### src/rhns_pkg.sv
// ----------------------------------------------------------------------------
// rhns_pkg: shared types and constants for rendezvous node selection
// Widths, djb2 constants, label text hashing tables and register codes.
// ----------------------------------------------------------------------------
package rhns_pkg;

  localparam int LABEL_REGS     = 5;
  localparam int NODE_COUNT_DEF = 5;
  localparam int LABEL_W        = 16;
  localparam int HASH_W         = 64;
  localparam int BYTE_W         = 8;
  localparam int NODE_W         = 3;
  localparam int MAX_DIGITS     = 5;
  localparam int DIGIT_IDX_W    = 3;
  localparam int DIGIT_W        = 4;
  localparam int ACC_W          = 27;
  localparam int CFG_DATA_W     = 32;
  localparam int CFG_ADDR_W     = 5;
  localparam int REG_IDX_W      = 3;
  localparam int LABEL_BASE     = 7700;
  localparam int ASCII_ZERO     = 48;

  // v / 10 == (v * RECIP10) >> RECIP10_SHIFT for every 16-bit v
  localparam logic [LABEL_W-1:0] RECIP10       = 16'hCCCD;
  localparam int                 RECIP10_SHIFT = 19;

  localparam logic [HASH_W-1:0] DJB2_START = 64'd5381;

  typedef logic [HASH_W-1:0]  hash_t;
  typedef logic [LABEL_W-1:0] label_t;

  typedef enum logic [REG_IDX_W-1:0] {
    REG_LABEL_0 = 3'd0,
    REG_LABEL_1 = 3'd1,
    REG_LABEL_2 = 3'd2,
    REG_LABEL_3 = 3'd3,
    REG_LABEL_4 = 3'd4
  } reg_idx_t;

  typedef struct packed {
    logic                  busy;
    logic [LABEL_REGS-1:0] reload;
  } lbl_status_t;

  // digit term (ASCII digit) * 33^k, indexed [k][digit]
  typedef logic [MAX_DIGITS-1:0][9:0][ACC_W-1:0] dterm_tab_t;
  // 5381 * 33^n, indexed by digit count n
  typedef logic [MAX_DIGITS:0][HASH_W-1:0] seed_tab_t;

  function automatic hash_t pow33(input int n);
    hash_t p;
    p = 64'd1;
    for (int i = 0; i < n; i++) begin
      p = (p << 5) + p;
    end
    return p;
  endfunction

  function automatic label_t label_reset(input int i);
    return LABEL_W'(LABEL_BASE + i);
  endfunction

  function automatic dterm_tab_t build_dterms();
    dterm_tab_t t;
    hash_t      p;
    for (int k = 0; k < MAX_DIGITS; k++) begin
      p = pow33(k);
      for (int d = 0; d < 10; d++) begin
        t[k][d] = ACC_W'(p * HASH_W'(ASCII_ZERO + d));
      end
    end
    return t;
  endfunction

  function automatic seed_tab_t build_seeds();
    seed_tab_t t;
    for (int n = 0; n <= MAX_DIGITS; n++) begin
      t[n] = DJB2_START * pow33(n);
    end
    return t;
  endfunction

  localparam dterm_tab_t DIGIT_TERMS = build_dterms();
  localparam seed_tab_t  SEED_TERMS  = build_seeds();

endpackage

### src/rhns_label_hash.sv
// ----------------------------------------------------------------------------
// rhns_label_hash: djb2 of a label's decimal text
// Peels one decimal digit per cycle, least significant first, and sums the
// weighted digit terms; the seed term for the digit count closes the hash.
// ----------------------------------------------------------------------------
module rhns_label_hash import rhns_pkg::*; (
  input  logic   clk,
  input  logic   rst_n,
  input  logic   start,
  input  label_t label,
  output logic   busy,
  output logic   done,
  output hash_t  prefix
);

  label_t                 v_r;
  logic [DIGIT_IDX_W-1:0] k_r;
  logic [ACC_W-1:0]       acc_r;
  logic                   busy_r;
  logic                   done_r;
  hash_t                  prefix_r;

  logic [2*LABEL_W-1:0]   prod;
  label_t                 quot;
  label_t                 quot10;
  logic [DIGIT_W-1:0]     digit;
  logic [ACC_W-1:0]       acc_sum;
  logic                   last_digit;

  always_comb begin
    prod       = v_r * RECIP10;
    quot       = LABEL_W'(prod[2*LABEL_W-1:RECIP10_SHIFT]);
    quot10     = (quot << 3) + (quot << 1);
    digit      = DIGIT_W'(v_r - quot10);
    acc_sum    = acc_r + DIGIT_TERMS[k_r][digit];
    last_digit = (quot == '0);
  end

  always_ff @(posedge clk) begin
    if (!rst_n) begin
      busy_r <= 1'b0;
      done_r <= 1'b0;
    end else if (start) begin
      busy_r <= 1'b1;
      done_r <= 1'b0;
    end else begin
      busy_r <= busy_r && !last_digit;
      done_r <= busy_r && last_digit;
    end
  end

  always_ff @(posedge clk) begin
    if (start) begin
      v_r   <= label;
      k_r   <= '0;
      acc_r <= '0;
    end else if (busy_r) begin
      v_r   <= quot;
      k_r   <= k_r + 1'b1;
      acc_r <= acc_sum;
      if (last_digit) begin
        prefix_r <= SEED_TERMS[k_r + 1'b1] + HASH_W'(acc_sum);
      end
    end
  end

  assign busy   = busy_r | done_r;
  assign done   = done_r;
  assign prefix = prefix_r;

endmodule

### src/rhns_cfg_regs.sv
// ----------------------------------------------------------------------------
// rhns_cfg_regs: label registers and prefix hash units
// APB register file for the node labels; each write rehashes that label.
// ----------------------------------------------------------------------------
module rhns_cfg_regs import rhns_pkg::*; #(
  parameter int NODE_COUNT = NODE_COUNT_DEF
) (
  input  logic                  clk,
  input  logic                  rst_n,
  input  logic                  psel,
  input  logic                  penable,
  input  logic                  pwrite,
  input  logic [CFG_ADDR_W-1:0] paddr,
  input  logic [CFG_DATA_W-1:0] pwdata,
  output logic [CFG_DATA_W-1:0] prdata,
  output hash_t                 prefix [NODE_COUNT],
  output lbl_status_t           status
);

  label_t                labels_r [LABEL_REGS];
  logic                  init_r;
  logic [REG_IDX_W-1:0]  idx;
  logic                  wr_hit;
  logic [NODE_COUNT-1:0] busy_v;
  logic [NODE_COUNT-1:0] done_v;

  assign idx    = paddr[CFG_ADDR_W-1:2];
  assign wr_hit = psel && penable && pwrite && (idx <= REG_LABEL_4);

  always_ff @(posedge clk) begin
    if (!rst_n) begin
      init_r <= 1'b1;
      for (int i = 0; i < LABEL_REGS; i++) begin
        labels_r[i] <= label_reset(i);
      end
    end else begin
      init_r <= 1'b0;
      if (wr_hit) begin
        labels_r[idx] <= pwdata[LABEL_W-1:0];
      end
    end
  end

  always_comb begin
    if (idx <= REG_LABEL_4) begin
      prdata = CFG_DATA_W'(labels_r[idx]);
    end else begin
      prdata = '0;
    end
  end

  for (genvar g = 0; g < NODE_COUNT; g++) begin : g_node
    logic   hit;
    label_t start_label;

    assign hit         = wr_hit && (idx == REG_IDX_W'(g));
    assign start_label = hit ? pwdata[LABEL_W-1:0] : labels_r[g];

    rhns_label_hash u_label_hash (
      .clk    (clk),
      .rst_n  (rst_n),
      .start  (init_r | hit),
      .label  (start_label),
      .busy   (busy_v[g]),
      .done   (done_v[g]),
      .prefix (prefix[g])
    );
  end

  always_comb begin
    status.busy   = init_r | (|busy_v);
    status.reload = '0;
    for (int i = 0; i < NODE_COUNT; i++) begin
      status.reload[i] = done_v[i];
    end
  end

endmodule

### config.mk
export PLATFORM = sky130hd
export DESIGN_NAME = rhns_cfg_regs
export DESIGN_NICKNAME = d
export VERILOG_FILES = /design/src/rhns_pkg.sv /design/src/rhns_label_hash.sv /design/src/rhns_cfg_regs.sv
export SDC_FILE = /design/constraint.sdc
export NUM_CORES = 2
export LEC_CHECK = 0
export BUFFER_PORTS_ARGS = -buffer_cell sky130_fd_sc_hd__buf_2
export CAP_MARGIN = 10
export CORE_UTILIZATION = 60
export DETAILED_ROUTE_END_ITERATION = 7
export PLACE_DENSITY = 0.87
export SYNTH_ARGS = -nofsm -noshare
export SYNTH_HDL_FRONTEND = slang
export SYNTH_SLANG_ARGS = --single-unit
### constraint.sdc
create_clock -name clk -period 33.6 [get_ports clk]
set_input_delay 1.68 -clock clk [delete_from_list [all_inputs] [get_ports clk]]
set_output_delay 1.68 -clock clk [all_outputs]
set_load 0.005 [all_outputs]
==> Word level (Yosys, flattened, before mapping) <==
Memories as Yosys holds them, arrays and structs flattened. A register that Yosys moved wholly into a read port is not among the register bits.
Index checks and enable logic that the tools add are counted.
{ "classes": {"n_eq_ne": 4, "magnitude_cmp": 16, "n_bitwise": 17, "shift": 0, "add_sub_neg": 25, "n_reduce_logical": 46, "n_div": 0, "mul": 5, "mux": 58} }
{ "ops": {"columns": ["operator", "n"], "rows": [
  ["$mux W270", 5],
  ["$bmux W27 S4", 5],
  ["$add A64 B27 Y64", 5],
  ["$mux W64", 5],
  ["$mux W16", 17],
  ["$mul A16 B16 Y32 const B", 5],
  ["$add A27 B27 Y27", 5],
  ["$mux W27", 5],
  ["$logic_not A13 Y1", 5],
  ["$lt A3 B4 Y1 const B", 10],
  ["$mux W3", 11],
  ["$lt A4 B5 Y1 const B", 5],
  ["$add A4 B4 Y4", 5],
  ["$sub A4 B4 Y4", 5],
  ["$logic_and A1 B1 Y1", 18],
  ["$reduce_or A16 Y1", 1],
  ["$add A3 B1 Y3 const B", 5],
  ["$reduce_and A3 Y1", 5],
  ["$or A1 B1 Y1", 11],
  ["$mux W1", 10],
  ["$reduce_bool A2 Y1", 5],
  ["$reduce_or A2 Y1", 5],
  ["$eq A3 B2 Y1 const B", 2],
  ["$not A1 Y1", 6],
  ["other kinds (6)", 10]
]} }
{ "totals": {"output_inout_bits": 358, "latchBits": 0, "mem_bits_ro": 13360, "reg_bits": 561, "elab_cells": 213, "in_bits": 42, "memories": 11, "mem_bits_rw": 80} }
{ "memory_table": {"columns": ["memory", "words", "word_bits", "read_ports", "rd_ports_with_merged_regs", "wr", "line_no", "rtl"], "rows": [
  ["(no name shown)", 8, 270, 1, 1, 0, "rhns_label_hash.sv:35", "acc_sum = acc_r + DIGIT_TERMS[k_r][digit];"],
  ["(no name shown)", 8, 270, 1, 1, 0, "rhns_label_hash.sv:35", null],
  ["(no name shown)", 8, 270, 1, 1, 0, "rhns_label_hash.sv:35", null],
  ["(no name shown)", 8, 270, 1, 1, 0, "rhns_label_hash.sv:35", null],
  ["(no name shown)", 8, 270, 1, 1, 0, "rhns_label_hash.sv:35", null],
  ["(no name shown)", 8, 64, 1, 0, 0, "rhns_label_hash.sv:62", "prefix_r <= SEED_TERMS[k_r + 1'b1] + HASH_W'(acc_sum);"],
  ["+5 memories", null, null, null, null, null, null, null]
]} }

==> Logic depth before layout (Yosys ltp) <==
{ "logic_depth": {"depth_word": 8, "ltp_mapped": 53, "mapped_depth_nobuf": 52} }

==> By module <==
Synthesis repeated with hierarchy kept, for this count alone.
{ "unflattened": {"hier_cells": 6677, "area_unflattened_um2": 63084.3} }
{ "modules_own_cells": {"columns": ["mod", "instances", "cells_per_inst", "area_each_um2", "seq_area_each_um2"], "rows": [
  ["rhns_label_hash at g_node[2].u_label_hash", 1, 1282, 11805.1, 2462.4],
  ["rhns_label_hash at g_node[1].u_label_hash", 1, 1288, 11746.3, 2462.4],
  ["rhns_label_hash at g_node[3].u_label_hash", 1, 1244, 11664.9, 2462.4],
  ["rhns_label_hash at g_node[0].u_label_hash", 1, 1254, 11628.7, 2462.4],
  ["rhns_label_hash at g_node[4].u_label_hash", 1, 1217, 11439.7, 2462.4],
  ["rhns_cfg_regs", 1, 392, 4799.6, 2422.3]
]} }

==> Worst setup path after synthesis <==
Ideal clock, no wire load.
{ "synth_path": {"path_kind": "reg-to-reg", "start": "reg g_node[2].u_label_hash.v_r[1]", "end": "reg g_node[2].u_label_hash.prefix_r[26], data pin", "stages_incl_launch_ff": 47, "setup_ns": 0.258, "required_time_ns": 33.342, "synth_period_minus_slack_ns": 10.841, "path_buffers": 2, "t_arrival_ns": 10.583, "path_slack_ns": 22.759, "cell_sequence": "edfxtp_1 -> ha_1 -> xor2_1 -> ha_1 -> fa_1 -> fa_1 -> fa_1 -> inv_1 -> fa_1 -> inv_1 -> ha_1 -> a21o_1 -> a21o_1 -> a21oi_4 -> o21ai_1 -> a21oi_2 -> xnor2_1 -> ha_1 -> [... 11 more ...] -> or4_1 -> o311a_1 -> o31a_1 -> o22ai_1 -> o21bai_1 -> a21oi_1 -> xnor2_1 -> ha_1 -> nand2_1 -> nor3_1 -> and3_1 -> a221oi_1 -> nor2_1 -> or4_1 -> o311ai_0 -> nand2_1 -> a21oi_1 -> xnor2_1"} }
{ "synth_via": {"elab_chain_cells": 7} }
{ "synth_lines": {"columns": ["item", "line_no", "rtl"], "rows": [
  ["from (decl)", "rhns_label_hash.sv:16", "label_t v_r;"],
  ["from (signal assigned)", "rhns_label_hash.sv:54", "v_r <= label;"],
  ["from (signal assigned)", "rhns_label_hash.sv:58", "v_r <= quot;"],
  ["$mul A16 B16 Y32", "rhns_label_hash.sv:31", "prod = v_r * RECIP10;"],
  ["$add A4 B4 Y4", "rhns_label_hash.sv:33", "quot10 = (quot << 3) + (quot << 1);"],
  ["$sub A4 B4 Y4 (*)", "rhns_label_hash.sv:34", "digit = DIGIT_W'(v_r - quot10);"],
  ["$bmux W27 S4 (*)", "rhns_label_hash.sv:35", null],
  ["$mux W27 (not written as such) (*)", "rhns_label_hash.sv:35", null],
  ["$add A27 B27 Y27 (*)", "rhns_label_hash.sv:35", null],
  ["net g_node[2].u_label_hash.acc_sum[19]", "rhns_label_hash.sv:27", "logic [ACC_W-1:0] acc_sum;"],
  ["$add A64 B27 Y64 (*)", "rhns_label_hash.sv:62", null],
  ["to (signal assigned)", "rhns_label_hash.sv:62", null],
  ["to (decl)", "rhns_label_hash.sv:21", "hash_t prefix_r;"]
]} }
Mark *: on every way through the listed nets, which the timed path passes. The rest lies on a longest branch. The select of a mux whose other input is x is not followed.
A chain may end at the register's enable or synchronous reset.

==> Worst setup path in the final report <==
{ "layout_path": {"start": "reg g_node[2].u_label_hash.v_r[2]", "end": "reg g_node[2].u_label_hash.prefix_r[28], data pin"} }
The elaborated chain is that of the path after synthesis.

==> results by group <==
Outcome
  – Outcome: finished clean

Detailed routing
  – DRT Pass-1 Iters: 8
  – Vias per cell: 5.92
  – Routed len/inst: approximately 19 µm
  – Detailed-route via count: 48.6k
  – Post-route ant nets: 0
  – Iter 0 DRT Violations: 4067
  – Routed Wire Length: 155000 µm
  – DRC Markers: 0

Timing
  – RSZ-0062 raised after global routing: no
  – Slew Viols, Final: 0
  – Clock skew: 29.0 ps
  – Setup TNS: 0 ps
  – FMAX: 77.6 MHz
  – Tmin final: 12890 ps
  – Least-Margin Pin Slew: around 1100 ps
  – Hold Vio Cnt, Final: 0
  – Worst relative slew slack: 22.8%
  – Setup violators final: 0
  – Final worst-path cycle share: a little under two fifths

Setup path
  – R2r startpoint: g_node[2].u_label_hash.v_r[2]$_DFFE_PP_
  – CP max-delay cell: edfxtp_1
  – Critical R2R Capture: g_node[2].u_label_hash.prefix[28]$_DFFE_PP_
  – Critical path arrival: between 10000 and 15000 ps
  – Reg2Reg Depth: between 40 and 50
  – Worst setup SP type: flip-flop
  – Setup CP Type: reg2reg
  – Worst R2R Setup Slack: 20710 ps
  – CP Capture Type: flip-flop
  – Critical path required time: roughly 34000 ps
  – CP Launch Point: g_node[2].u_label_hash.v_r[2]$_DFFE_PP_
  – Max incr delay on CP: 600 ps
  – Critical-path maximum fanout: 34

Placement
  – GP Congestion: 0.973
  – PortBufs: 220
  – Post-DP HPWL: 120000 µm

Logic synthesis
  – Mapped Area: 61900 µm²
  – YS warnings: 0
  – Top_reg_cell synth: edfxtp_1
  – Distinct cells, synth: 111
  – Post-synth EDFFs: between 300 and 400
  – Syn Area/Cell: 9.32 µm²
  – Syn Inst Count: 6639
  – Area leader, netlist: ha_1
  – Post-synth ARST share: 0%
  – Top-area cell type share of the netlist area: 19.7%
  – Synth area leaders: ha_1 (20%), edfxtp_1 (16%), fa_1 (13%)
  – Register area share after synthesis: 23.8%
  – Seq cells post-synth: 571

Global routing
  – Number of global-route vias before repair: 47.6k
  – Global Route met1 Usage: 38.9%
  – Gr busiest metal: met2
  – Met3 GRT Util: approximately 5%
  – Antenna violations before repair: 15
  – Met2 Resource Use GR: between 40% and 50%
  – First-pass GRT wire length: 249000 µm
  – Largest net degree at the start of global routing: slightly below 70
  – Total grt overflow: 0
  – Overall Global Routing Usage: 29.7%

Clock network
  – Sink Count: 571
  – Post-CTS resize count: 0
  – CTS tree: built
  – Root Buffer: clkbuf_16
  – Maximum clock path buffer count: 3
  – Worst skew pair latency: 660 ps
  – Worst-path clk slew: roughly 70 ps
  – CTS buffer count: 69
  – Post-CTS Hold Fix Bufs: 0
  – H-tree depth: 3
  – Setup Buffers After CTS: 0

Cells and area
  – Most frequent cells in the layout: ha_1 (974), inv_1 (798), nand2_1 (504)
  – Fin util: between 60% and 70%
  – Nets: approximately 8.2k
  – Fill cells: 8071
  – Most common cell after layout, fill and taps aside: ha_1
  – Area Growth Syn to Fin: 6.93%
  – Layout cell share with drive strength beyond 1: under 10%

Job
  – Max_cap viols: 0

Floorplan
  – IO Pins: 400
  – Starting density of the core: 60.6%
  – # rows: 117
  – Die area: ~100000 µm²
  – Core area: 102000 µm²
  – Die Y-Extent: 323 µm
  – Die X: 323 µm

Worst hold path
  – Hold endpoint: g_node[4].u_label_hash.acc_r[2]$_SDFFE_PN0P_
  – Worst hold path class: reg2reg
  – Hold path cells: 2
  – Hold Startpoint: g_node[4].u_label_hash.acc_r[2]$_SDFFE_PN0P_
[synth_stat cells, types with 13 or more instances]
cell / count
a211oi_1: 45
a21boi_0: 20
a21o_1: 135
a21oi_1: 364
a31oi_1: 49
and2_1: 100
and3_1: 51
buf_1: 40
buf_4: 172
clkbuf_1: 155
dfxtp_1: 241
edfxtp_1: 330
fa_1: 405
ha_1: 974
inv_1: 798
mux2i_1: 178
mux4_2: 21
nand2_1: 504
nand2b_1: 67
nand3_1: 122
nand4_1: 34
nor2_1: 489
nor2b_1: 40
nor3_1: 75
o2111ai_1: 13
o211ai_1: 25
o21a_1: 71
o21ai_0: 271
o21ai_1: 18
o21bai_1: 44
o22ai_1: 13
o31ai_1: 49
or2_2: 25
or3_1: 71
xnor2_1: 247
xor2_1: 136
[worst max-delay path, delay by kind of cell (launching register included)]
family                   cells  cell delay [ps]
adder cells (fa/ha/maj)     10             3910
AO/OA/AOI/OAI               16             3810
AND/OR/NAND/NOR             13             2660
XOR/XNOR                     4              960
flip-flops                   1              600
buffers and inverters        5              480
multiplexers                 1              280
[layer usage]
metal	up-vias	wire [µm]
met1	23300	64500
met2	2017	73400
met3	369	12200
met4	6	5250
li1	22900	-
met5	-	33
[worst max path at each step]
stage                                                   to  slack (ps)
6_report       g_node[2].u_label_hash.prefix[28]$_DFFE_PP_       20710
5_1_grt        g_node[2].u_label_hash.prefix[28]$_DFFE_PP_       20120
4_1_cts        g_node[2].u_label_hash.prefix[28]$_DFFE_PP_       20820
3_5_place_dp   g_node[2].u_label_hash.prefix[28]$_DFFE_PP_       20970
3_3_place_gp   g_node[2].u_label_hash.prefix[28]$_DFFE_PP_       21150
2_1_floorplan  g_node[2].u_label_hash.prefix[26]$_DFFE_PP_       22760
[cell families (layout without fill, tap and decap cells)]
kind of cell	Yosys count	count (layout)	share of synthesized area, %
XOR/XNOR	390	390	5.67
multiplexers	207	207	3.79
AO/OA/AOI/OAI	1270	1270	13.3
buffers and inverters	1173	1198	8.17
other	1	172	0.00606
adder cells (fa/ha/maj)	1384	1384	32.9
flip-flops	571	571	23.8
AND/OR/NAND/NOR	1643	1643	12.4
[metrics by stage]
| step | setup WS [ps] | hold WS (ps) | cells | cell area (µm²) |
|---|---|---|---|---|
| after CTS | 20820 | 480 | 8192 | 66100 |
| final | 20710 | 485 | 8203 | 66100 |
| after global routing | 20120 | 503 | 8199 | 66100 |
| after detailed placement | 20970 | 468 | 8065 | 63700 |
| after floorplan | 22760 | 455 | 6799 | 62500 |
| after global placement | 21150 | 466 | 8065 | 63700 |
[final cells by class]
class                   count  area (µm²)  area share (%)
clock buffers              95        2010            3.04
repair buffers            271        1480            2.24
clock inverters            32         425           0.643
multi-input cells        5055       42700            64.6
well taps                1368        1710            2.59
inverters                 800        3000            4.54
diodes                     11        27.5          0.0416
flip-flops and latches    571       14700            22.3
Power is left out: the tool's default activity adds up to more than one toggle a clock period on the data nets, which glitch-free logic cannot reach.
