===== config.mk =====
export PLATFORM = sky130hd
export DESIGN_NAME = rhns_max_select
export DESIGN_NICKNAME = d
export VERILOG_FILES = /design/src/rhns_pkg.sv /design/src/rhns_max_select.sv
export SDC_FILE = /design/constraint.sdc
export NUM_CORES = 1
export LEC_CHECK = 0
export BUFFER_PORTS_ARGS = -buffer_cell sky130_fd_sc_hd__buf_2
export CORE_ASPECT_RATIO = 1.75
export CORE_MARGIN = 3
export CORE_UTILIZATION = 35
export DETAILED_ROUTE_END_ITERATION = 8
export PLACE_DENSITY = 0.63
export SETUP_SLACK_MARGIN = 0.02
export SLEW_MARGIN = 20
export SYNTH_ARGS = -nofsm -noshare
export SYNTH_HDL_FRONTEND = slang
export SYNTH_SLANG_ARGS = --single-unit

===== constraint.sdc =====
create_clock -name vclk -period 9.6
set_clock_uncertainty 0.1 [all_clocks]
set_input_delay 0 -clock vclk [all_inputs]
set_output_delay 0 -clock vclk [all_outputs]
set_load 0.1 [all_outputs]

===== src/rhns_pkg.sv =====
// ----------------------------------------------------------------------------
// rhns_pkg: shared types and constants for rendezvous node selection
// Widths, djb2 constants, label text hashing tables and register codes.
// ----------------------------------------------------------------------------
package rhns_pkg;

  localparam int LABEL_REGS     = 5;
  localparam int NODE_COUNT_DEF = 5;
  localparam int LABEL_W        = 16;
  localparam int HASH_W         = 64;
  localparam int BYTE_W         = 8;
  localparam int NODE_W         = 3;
  localparam int MAX_DIGITS     = 5;
  localparam int DIGIT_IDX_W    = 3;
  localparam int DIGIT_W        = 4;
  localparam int ACC_W          = 27;
  localparam int CFG_DATA_W     = 32;
  localparam int CFG_ADDR_W     = 5;
  localparam int REG_IDX_W      = 3;
  localparam int LABEL_BASE     = 7700;
  localparam int ASCII_ZERO     = 48;

  // v / 10 == (v * RECIP10) >> RECIP10_SHIFT for every 16-bit v
  localparam logic [LABEL_W-1:0] RECIP10       = 16'hCCCD;
  localparam int                 RECIP10_SHIFT = 19;

  localparam logic [HASH_W-1:0] DJB2_START = 64'd5381;

  typedef logic [HASH_W-1:0]  hash_t;
  typedef logic [LABEL_W-1:0] label_t;

  typedef enum logic [REG_IDX_W-1:0] {
    REG_LABEL_0 = 3'd0,
    REG_LABEL_1 = 3'd1,
    REG_LABEL_2 = 3'd2,
    REG_LABEL_3 = 3'd3,
    REG_LABEL_4 = 3'd4
  } reg_idx_t;

  typedef struct packed {
    logic                  busy;
    logic [LABEL_REGS-1:0] reload;
  } lbl_status_t;

  // digit term (ASCII digit) * 33^k, indexed [k][digit]
  typedef logic [MAX_DIGITS-1:0][9:0][ACC_W-1:0] dterm_tab_t;
  // 5381 * 33^n, indexed by digit count n
  typedef logic [MAX_DIGITS:0][HASH_W-1:0] seed_tab_t;

  function automatic hash_t pow33(input int n);
    hash_t p;
    p = 64'd1;
    for (int i = 0; i < n; i++) begin
      p = (p << 5) + p;
    end
    return p;
  endfunction

  function automatic label_t label_reset(input int i);
    return LABEL_W'(LABEL_BASE + i);
  endfunction

  function automatic dterm_tab_t build_dterms();
    dterm_tab_t t;
    hash_t      p;
    for (int k = 0; k < MAX_DIGITS; k++) begin
      p = pow33(k);
      for (int d = 0; d < 10; d++) begin
        t[k][d] = ACC_W'(p * HASH_W'(ASCII_ZERO + d));
      end
    end
    return t;
  endfunction

  function automatic seed_tab_t build_seeds();
    seed_tab_t t;
    for (int n = 0; n <= MAX_DIGITS; n++) begin
      t[n] = DJB2_START * pow33(n);
    end
    return t;
  endfunction

  localparam dterm_tab_t DIGIT_TERMS = build_dterms();
  localparam seed_tab_t  SEED_TERMS  = build_seeds();

endpackage


===== src/rhns_max_select.sv =====
// ----------------------------------------------------------------------------
// rhns_max_select: pick the node with the largest final hash
// Scan in index order; only a strictly greater hash takes over.
// ----------------------------------------------------------------------------
module rhns_max_select import rhns_pkg::*; #(
  parameter int NODE_COUNT = NODE_COUNT_DEF
) (
  input  hash_t             hash [NODE_COUNT],
  output logic [NODE_W-1:0] pick
);

  hash_t best;

  always_comb begin
    best = '0;
    pick = '0;
    for (int i = 0; i < NODE_COUNT; i++) begin
      if (hash[i] > best) begin
        best = hash[i];
        pick = NODE_W'(i);
      end
    end
  end

endmodule


; ---- Word-level counts from Yosys, hierarchy flattened
; Index checks and enable logic that the tools add are counted.
[op_classes]
n_mux = 8
order_cmp = 5
[ops]
columns = op, n
row1 = 64-bit > comparator, 4
row2 = 64-bit two-way mux, 4
row3 = "64-bit by 1-bit > comparator with 1-bit output, second input constant", 1
row4 = 3-bit two-way mux, 3
row5 = 1-bit two-way mux, 1
[word_totals]
out_inout_bits = 3
word_cells = 13
input_bits = 320
ff_bits = 0

; ---- Longest topological paths before layout
; Gate-level depths: netlist of the first run.
[depth]
ltp_word = 10
ltp_mapped = 45
ltp_nobuf = 40

; ---- Worst setup path before layout of the first run
; No wires, ideal clock.
[synth_path]
path_kind = input to output
from = in hash[318] (netlist bit)
to = out pick[1]
t_arrival_ps = 10634
path_buffers = 6
t_required_ps = 9500
path_stages = 43
setup_slack_ps = -1134
path_cell_list = inv_1 > ha_1 > nand4_1 > nor4_2 > and2_1 > nand2_1 > a2bb2oi_1 > a21boi_2 > buf_2 > buf_4 > mux2i_1 > ha_1 > a21o_1 > a21o_1 > a211oi_1 > o31ai_1 > and3_1 > nor4_1 > [7 not listed] > nor4_2 > nand4_1 > or4_1 > nor3_2 > and3_2 > buf_2 > buf_2 > o21ai_0 > nor4_1 > a211oi_1 > ha_1 > nand4_1 > nor3_2 > nand3_1 > or4_1 > or4_1 > or4_4 > a22oi_1
[synth_between]
elab_chain_len = 10
elab_cells_between_ends = 12
classes_between = 5 x order compare / 7 x mux
[synth_rtl]
columns = element, line_no
row1 = start: declaration, rhns_max_select.sv:8  ; input hash_t hash [NODE_COUNT],
row2 = 64-bit by 1-bit > comparator with 1-bit output, rhns_max_select.sv:18  ; if (hash[i] > best) begin
row3 = 64-bit two-way mux (*), rhns_max_select.sv:18
row4 = 64-bit > comparator, rhns_max_select.sv:18
row5 = 64-bit two-way mux (*), rhns_max_select.sv:18
row6 = 64-bit > comparator, rhns_max_select.sv:18
row7 = 64-bit two-way mux, rhns_max_select.sv:18
row8 = 64-bit > comparator, rhns_max_select.sv:18
row9 = 64-bit two-way mux, rhns_max_select.sv:18
row10 = 64-bit > comparator, rhns_max_select.sv:18
row11 = 3-bit two-way mux (*), rhns_max_select.sv:18
row12 = end: declaration, rhns_max_select.sv:9  ; output logic [NODE_W-1:0] pick
; Mark *: on every way between the ends. The rest lies on a longest branch, timed or not.

; ---- Worst setup path in the final report of the first run
[layout_path]
from = in hash[277] (netlist bit)
to = out pick[0]
[layout_between]
elab_chain_len = 10
elab_cells_between_ends = 13
classes_between = 5 x order compare / 8 x mux
[layout_rtl]
columns = element, line_no
row1 = 64-bit by 1-bit > comparator with 1-bit output, rhns_max_select.sv:18
row2 = 64-bit two-way mux (*), rhns_max_select.sv:18
row3 = 64-bit > comparator, rhns_max_select.sv:18
row4 = 64-bit two-way mux, rhns_max_select.sv:18
row5 = 64-bit > comparator, rhns_max_select.sv:18
row6 = 64-bit two-way mux, rhns_max_select.sv:18
row7 = 64-bit > comparator, rhns_max_select.sv:18
row8 = 64-bit two-way mux, rhns_max_select.sv:18
row9 = 64-bit > comparator, rhns_max_select.sv:18
row10 = 3-bit two-way mux (*), rhns_max_select.sv:18
; Marks and branches as above.

==> impl_metrics.json, run 1 <==
{
  "ys_seq_area_share_pct": 0,
  "p_int_mw": 0.715,
  "rows": 80,
  "antenna_found_initial": 6,
  "core_area_sq_um": 27300,
  "switchingPower_mw": 0.800,
  "outcome": "finished, violations left",
  "critPathMaxFanout": 12,
  "num-nets-final": 2426,
  "cpPeakStageDelay_ns": 0.60,
  "dieArea_sq_um": 29900,
  "clkPwrFrac_pct": 0,
  "worst_slack_ns": -0.966,
  "yosys.area_share.xor_xnor_pct": 0,
  "avgSynthCellArea_sq_um": 7.55,
  "drc_errors": 0,
  "cp-end-kind": "output port",
  "power_frac_seq_pct": 0,
  "holdWs_ns": 0.675,
  "detail-route-antenna-nets": 0,
  "dpl-instance-area_sq_um": 13600,
  "vdd_drop_max_uv": 77.7,
  "dr.pass1.iters": 5,
  "period_needed_ns": 10.57,
  "critPathSlowestCell": "or4_4",
  "track_usage_pct": 28.0,
  "drive_above_1_share_pct": 41.5,
  "dp.cells": 2169,
  "drt_iter0_markers": 845,
  "synth_compound_area_share_pct": 28.3,
  "finalSetupViolCount": 3,
  "layout.cells.non_filler": 2226,
  "routabilityCongestion": 0.972,
  "netlist_area_sq_um": 9710,
  "fmax_ghz": 0.0946,
  "maxSlewHeadroom_pct": 40.7,
  "die_w_microns": 132,
  "cap_viol_max_count": 0,
  "grt_pass1_vias": 12900,
  "grt-ovfl-total": 0,
  "crit_type": "in2out",
  "crit_top_cell": "buf_12",
  "avgViaCountPerCell": 5.94,
  "yosys.area_share.adder_pct": 32.9,
  "area_growth_pct": 54.7,
  "hpwlAfterDp_microns": 37100,
  "postCtsHoldBufs": 0,
  "cp_data_required_time_ns": 9.50,
  "power.density_nw_per_um2": 101,
  "syn_nets": 1862,
  "vias": 13200,
  "power_frac_comb_pct": 100.0,
  "clock_buffer_count": 0,
  "seq_cells": 0,
  "violations": "setup timing",
  "netlist_instances": 1287,
  "port_buffers": 323,
  "rsz0062_at_grt": "yes",
  "fin_setup_tns_ns": -2.82,
  "yosys.area_share.simple_pct": 15.8,
  "power.leakage_nw": 7.73,
  "seqCellArea_sq_um": 0,
  "pin_count": 323,
  "p_sw_share_pct": 52.8,
  "drv_slew": 0,
  "drt-total-wl_microns": 47500,
  "hold_viol": 0,
  "grt_pass1_wl_microns": 67300,
  "start_util_pct": 35.5,
  "final_util_pct": 55.0,
  "dieHeight_microns": 226,
  "ys.warnings.count": 0,
  "final_area_sq_um": 15000,
  "yosys.cell_types.count": 60,
  "route.detailed.wl_per_inst_microns": 21.3,
  "hold_path_class": "in2out",
  "period_share_pct": 110,
  "synth_top_family_by_area": "adder cells",
  "synthMuxAreaShare_pct": 13.4,
  "tightest_slew_ns": 0.889,
  "fill_cells": 2563,
  "cp-start-kind": "input port",
  "crit_arrival_ns": 10.47,
  "grt_start_max_net_pins": 67
}
[through the flow]
step                setup slack (ns)  power, mW
floorplan                     0.0216      0.809
global placement               -1.07       1.32
detailed placement             -1.34       1.34
CTS                           -0.888       1.36
global route                   -1.42       1.65
finish                        -0.966       1.52
[final timing paths]
kind	startpoint	to	cells past startpoint
min	hash[3]	pick[0]	6
max	hash[277]	pick[0]	48
[cells in the mapped netlist (5+ instances only)]
cell type / instances / area share (%)
buf_6: 6 / 0.70
buf_4: 14 / 1.1
a221oi_1: 5 / 0.45
ha_1: 255 / 33
nand2_1: 46 / 1.8
clkbuf_1: 46 / 1.8
a211oi_1: 74 / 5.7
nand4_1: 50 / 3.2
nand3_1: 23 / 1.2
a21oi_1: 76 / 3.9
nor2_1: 36 / 1.4
inv_1: 137 / 5.3
o21ai_0: 101 / 5.2
a311oi_1: 61 / 5.5
mux2i_1: 124 / 13
buf_2: 16 / 0.82
nor2b_1: 7 / 0.45
a21o_1: 33 / 2.6
nor3_1: 16 / 0.82
o211ai_1: 12 / 0.93
nor4_1: 69 / 4.4
o21a_1: 7 / 0.54
[power groups by stage]
| stage | sequential (mW) | clock [mW] | combinational [mW] |
|---|---|---|---|
| finish | 0 | 0.000000112 | 1.52 |
| global route | 0 | 0.0000000698 | 1.65 |
| CTS | 0 | 0 | 1.36 |
| detailed placement | 0 | 0 | 1.34 |
| global placement | 0 | 0 | 1.32 |
| floorplan | 0 | 0 | 0.809 |
[per-layer routing]
metal | track usage, % | vias to the layer above | routed length [microns]
met5 | 0 | - | 0
met4 | 19.1 | 0 | 4140
met3 | 2.26 | 228 | 2360
met2 | 53.9 | 639 | 24700
met1 | 28.3 | 6185 | 16300
li1 | - | 6178 | -
[timing repair]
item | 4_1_cts | 5_1_grt
setup endpoints to repair | 3 | 3
gates cloned | 0 | 7
gates resized for setup | 14 | 157
setup buffers | 4 | 40
pin swaps | 4 | 80
[logic make-up (layout without fill, tap and decap cells)]
logic type	Yosys count	after routing
buf+inv	219	781
simple gates	278	278
mux	129	129
other cells	0	8
compound gates	406	406
fa+ha+maj	255	255
[cell type report]
| type | count | area (sq um) | share of cell area, % |
|---|---|---|---|
| Antenna cell | 8 | 20.0 | 0.133 |
| Tap cell | 369 | 462 | 3.07 |
| Multi-Input combinational cell | 1068 | 9570 | 63.7 |
| Inverter | 137 | 522 | 3.47 |
| Timing Repair Buffer | 644 | 4440 | 29.6 |
[layout by cell type (no fill, tap or decap), types with 10 or more instances in the layout]
| master | instances |
|---|---|
| a311oi_1 | 56 |
| buf_12 | 12 |
| buf_4 | 292 |
| buf_6 | 15 |
| ha_4 | 14 |
| mux2i_4 | 10 |
| o211ai_1 | 12 |
| a21o_1 | 33 |
| nor2_1 | 33 |
| ha_1 | 241 |
| nor4_1 | 60 |
| nand3_1 | 17 |
| a211oi_1 | 66 |
| nand4_1 | 50 |
| inv_1 | 131 |
| nor3_1 | 12 |
| nand2_1 | 43 |
| o21ai_0 | 93 |
| a21oi_1 | 74 |
| mux2i_1 | 106 |
| buf_2 | 310 |
[critical path, delay by kind of cell]
family	cells	cell delay, ns
multiplexers	2	0.37
adder cells (fa/ha/maj)	4	1.11
AO/OA/AOI/OAI	7	1.59
AND/OR/NAND/NOR	20	5.28
buffers and inverters	15	2.11
Note: power is estimated with default switching activity, not from simulation.
==> run 2, diff against run 1 <==
Settings changed: CAP_MARGIN set to 20, PLACE_DENSITY 0.63 to 0.61, RECOVER_POWER set to 100.
Clock period 9.6 ns to 10.1 ns, I/O delays scaled along.
==> run 2 against run 1 <==
  * The flow still finishes with violations (setup timing)
  * Die area unchanged
  * Flip-flop and latch count unchanged
  * Via count is 1.0% lower
  * Power fell by 4.2%
  * Cell area down 2.2%
  * Hold slack better by 0.10 ns
  * Non-clock buffer count is 32 lower
  * Global-route usage is 0.080 points lower
  * Count of clock-buffer cells in the layout unchanged
  * Core utilization fell by 1.2 points
  * Worst setup slack improved by 0.64 ns
  * First-iteration DRC count grew 4.1%
  * Critical path type unchanged
==> impl_metrics.json, run 2 (synthesis gave the netlist of run 1 again) <==
{
  "total_power_mw": 1.45,
  "outcome": "finished, violations left",
  "drt_iter0_markers": 880,
  "drv_slew": 0,
  "grt_pass1_wl_microns": 66900,
  "area_growth_pct": 51.3,
  "cap_viol_max_count": 0,
  "hold_viol": 0,
  "crit_arrival_ns": 10.33,
  "seq_cells": 0,
  "cp_data_required_time_ns": 10.00,
  "dr.pass1.iters": 5,
  "grt-ovfl-total": 0,
  "critPathMaxFanout": 9,
  "top_layer_used": "met4",
  "tightest_slew_ns": 0.964,
  "num-nets-final": 2394,
  "avgViaCountPerCell": 5.96,
  "drive_above_1_share_pct": 39.8,
  "track_usage_pct": 27.9,
  "critPathTopFamily": "simple AND/OR/NAND/NOR gates",
  "worstPathBufferInverterCount": 13,
  "wl_met2_microns": 23900,
  "violations": "setup timing",
  "finalSetupViolCount": 3,
  "pin_count": 323,
  "crit_type": "in2out",
  "clock_buffer_count": 0,
  "crit_top_cell": "buf_12",
  "rows": 80,
  "final_cell_mix": "buf_2 (320), buf_4 (252), ha_1 (245)",
  "mostFrequentLayoutCell": "buf_2",
  "worst_slack_ns": -0.325,
  "seqCellArea_sq_um": 0,
  "fill_cells": 2624,
  "final_area_sq_um": 14700,
  "hold_path_class": "in2out",
  "routabilityCongestion": 0.961,
  "grt_start_max_net_pins": 67,
  "start_util_pct": 35.5,
  "vdd_drop_max_uv": 60.9,
  "vias": 13100,
  "hold_path_startpoint": "hash[4]",
  "maxSlewHeadroom_pct": 35.5,
  "crit_start": "hash[257]",
  "dieArea_sq_um": 29900,
  "power.leakage_nw": 7.58,
  "dieHeight_microns": 226,
  "power.density_nw_per_um2": 98.8,
  "period_share_pct": 103,
  "route.detailed.wl_per_inst_microns": 21.3,
  "detailroute.wirelength.met3_microns": 2630,
  "drc_errors": 0,
  "dpl-instance-area_sq_um": 13400,
  "cp-start-kind": "input port",
  "final_util_pct": 53.8,
  "detail-route-antenna-nets": 0,
  "die_w_microns": 132,
  "fmax_ghz": 0.0959,
  "cp-end-kind": "output port",
  "grt_pass1_vias": 12700,
  "fin_setup_tns_ns": -0.800,
  "wl_met1_microns": 16200,
  "antenna_found_initial": 9,
  "cpPeakStageDelay_ns": 0.56,
  "period_needed_ns": 10.43,
  "critPathSlowestCell": "or4_4",
  "port_buffers": 323,
  "drt-total-wl_microns": 46700,
  "core_area_sq_um": 27300,
  "hpwlAfterDp_microns": 37200,
  "dpl_worst_slack_ns": -1.09,
  "rsz0062_at_grt": "yes"
}
run 2: changes by cell type in the layout (fill, tap and decap cells not counted), moves of 7 or more:
cell     previous run  this run
buf_12             12        22
o21ai_1             4        11
buf_2             310       320
buf_4             292       252
run 2: final timing paths:
path,endpoint,cells past startpoint,slack [ns]
worst max-delay path,pick[0],48,-0.33
worst min-delay path,pick[0],6,0.78
run 2: routing by layer:
layer	GRT usage, %	up-vias
met1	29.4	6117
met5	0	-
met3	2.40	204
li1	-	6112
met4	18.2	0
met2	52.7	659
run 2: worst min-delay path, delay by kind of cell:
family | cells | cell delay, ns
compound gates | 1 | 0.08
fa+ha+maj | 1 | 0.23
buf+inv | 2 | 0.25
simple gates | 2 | 0.32
run 2: power breakdown:
group	internal [mW]	switching, mW	leakage, nW
Sequential	0	0	0
Combinational	0.694	0.758	7.58
Clock	0.000000133	0	0.0000634
Total	0.694	0.758	7.58
run 2: repair_timing:
action | 4_1_cts | 5_1_grt
endpoints found under the setup margin | 3 | 3
hold buffers | 0 | 0
pin swaps | 44 | 47
buffers inserted | 23 | 20
cloned | 2 | 7
resized for setup | 50 | 90
run 2: cell type report:
type | count | area (sq um) | area share, %
multi-input cells | 1068 | 9430 | 64.2
repair buffers | 612 | 4260 | 29.0
inverters | 137 | 514 | 3.50
well taps | 369 | 462 | 3.14
diodes | 10 | 25.0 | 0.170
run 2: through the flow:
step	hold WS, ns	cells
detailed placement	0.760	2137
floorplan	0.469	1287
global placement	0.757	2137
CTS	0.773	2161
finish	0.779	2196
global route	0.818	2194
==> run 3, diff against run 2 <==
Settings changed: ABC_AREA set to 1, CORE_UTILIZATION 35 to 30, PLACE_DENSITY 0.61 to 0.55.
==> run 3 against run 2 <==
  * The flow now finishes without violations
  * Power decreased by 14%
  * Cell count decreased by 2.5%
  * First-iteration DRC count decreased by 55%
  * Critical path depth increased by 8
  * Worst setup slack improved by 1.3 ns
  * Routed wire length decreased by 23%
  * Area after synthesis decreased by 6.8%
  * Flip-flop and latch count unchanged
==> impl_metrics.json, run 3 <==
{
  "outcome": "finished clean",
  "crit_top_cell": "nand2_1",
  "yosys.area_share.simple_pct": 39.6,
  "power.leakage_nw": 6.43,
  "fmax_ghz": 0.109,
  "ys_seq_area_share_pct": 0,
  "period_share_pct": 90.6,
  "dieArea_sq_um": 32400,
  "p_int_mw": 0.506,
  "final_area_sq_um": 11300,
  "switchingPower_mw": 0.736,
  "worst_slack_ns": 0.950,
  "avgViaCountPerCell": 4.99,
  "dpl_worst_slack_ns": 0.00439,
  "vias": 10700,
  "drive_above_1_share_pct": 26.5,
  "antenna_found_initial": 7,
  "start_util_pct": 30.7,
  "dp.cells": 2131,
  "fin_setup_tns_ns": 0,
  "critPathSlowestCell": "nor4_2",
  "drc_errors": 0,
  "p_sw_share_pct": 59.3,
  "critPathMaxFanout": 32,
  "hold_depth": 8,
  "drt-total-wl_microns": 35700,
  "num-nets-final": 2331,
  "final_cell_mix": "nand2_1 (346), buf_2 (320), ha_1 (255)",
  "vdd_drop_max_uv": 212,
  "yosys-top-cells-count": "nand2_1 (350), ha_1 (255), inv_1 (175)",
  "grt_start_max_net_pins": 66,
  "cp_data_required_time_ns": 10.00,
  "period_needed_ns": 9.15,
  "clkPwrFrac_pct": 0,
  "power_frac_comb_pct": 100.0,
  "grt-ovfl-total": 0,
  "detail-route-antenna-nets": 0,
  "netlist_instances": 1455,
  "synth.top_cell.area_share_pct": 35.2,
  "crit_arrival_ns": 9.05,
  "dr.pass1.iters": 5,
  "hold_viol": 0,
  "finalSetupViolCount": 0,
  "synth_most_common_cell": "nand2_1",
  "pin_count": 323,
  "netlist_area_sq_um": 9050,
  "mostFrequentLayoutCell": "nand2_1",
  "core_area_sq_um": 29500,
  "synth_area_leaders": "ha_1 (35%), nand2_1 (15%), inv_1 (7.3%)",
  "rsz0062_at_grt": "no",
  "yosys.area_share.xor_xnor_pct": 0,
  "yosys.area_share.adder_pct": 35.2,
  "avgSynthCellArea_sq_um": 6.22,
  "hpwlAfterDp_microns": 31900,
  "cp-start-kind": "input port",
  "maxSlewHeadroom_pct": 40.0,
  "power.density_nw_per_um2": 110,
  "synth_largest_area_cell": "ha_1",
  "final_util_pct": 38.2,
  "synth_compound_area_share_pct": 14.4,
  "clock_buffer_count": 0,
  "seqCellArea_sq_um": 0,
  "tightest_slew_ns": 0.900,
  "ys.warnings.count": 0,
  "port_buffers": 323,
  "area_growth_pct": 24.5,
  "grt_pass1_wl_microns": 53900,
  "cp-end-kind": "output port",
  "dieHeight_microns": 236,
  "yosys.cell_types.count": 36,
  "route.detailed.wl_per_inst_microns": 16.7,
  "syn_nets": 2030,
  "die_w_microns": 137,
  "drv_slew": 0,
  "synthMuxAreaShare_pct": 0,
  "crit_type": "in2out",
  "total_power_mw": 1.24,
  "dpl-instance-area_sq_um": 11100,
  "track_usage_pct": 20.9,
  "cap_viol_max_count": 0,
  "cpPeakStageDelay_ns": 0.41,
  "synth_top_family_by_area": "simple AND/OR/NAND/NOR gates",
  "rows": 83,
  "holdWs_ns": 0.861,
  "postCtsHoldBufs": 0,
  "seq_cells": 0,
  "layout.cells.non_filler": 2142,
  "drt_iter0_markers": 400,
  "hold_path_class": "in2out",
  "grt_pass1_vias": 10800,
  "power_frac_seq_pct": 0,
  "routabilityCongestion": 0.920
}
[run 3: worst paths after layout]
check                      from      end
worst max-delay path  hash[303]  pick[1]
worst min-delay path   hash[30]  pick[2]
[run 3: repair_timing]
action / 4_1_cts / 5_1_grt
pin swaps: 0 / 3
buffers inserted: 0 / 3
gates cloned: 0 / 2
setup endpoints to repair: 2 / 3
resized for setup: 1 / 12
[run 3: critical path, delay by kind of cell]
| family | cells | cell delay (ns) |
|---|---|---|
| AOI/OAI and AO/OA | 17 | 2.92 |
| and+or+nand+nor | 25 | 3.54 |
| adders and majority gates | 4 | 1.10 |
| buffers and inverters | 10 | 1.43 |
[run 3: power groups by stage]
stage / sequential, mW / combinational, mW / clock [mW]
2_1_floorplan: 0 / 0.862 / 0
3_3_place_gp: 0 / 1.22 / 0
3_5_place_dp: 0 / 1.24 / 0
4_1_cts: 0 / 1.24 / 0
5_1_grt: 0 / 1.42 / 0.0000000796
6_report: 0 / 1.24 / 0.0000000797
[run 3: kinds of logic after synthesis]
family | after synthesis
adders and majority gates | 255
and+or+nand+nor | 737
buffers and inverters | 231
AOI/OAI and AO/OA | 232
[run 3: metal layers]
metal  share of wire (%)  up-vias  global-route usage [%]
met5               0.050        -                       0
met3                 3.3       77                    1.13
met1                  36     4768                    21.3
met2                  55      270                    42.4
met4                 5.0        2                    8.23
li1                    -     5574                       -
[run 3: area by class of cell]
| class | count | area, sq um |
|---|---|---|
| multi-input cells | 1226 | 8200 |
| fillers | 3307 | 18200 |
| repair buffers | 347 | 1900 |
| well taps | 382 | 478 |
| diodes | 6 | 15.0 |
| inverters | 181 | 679 |
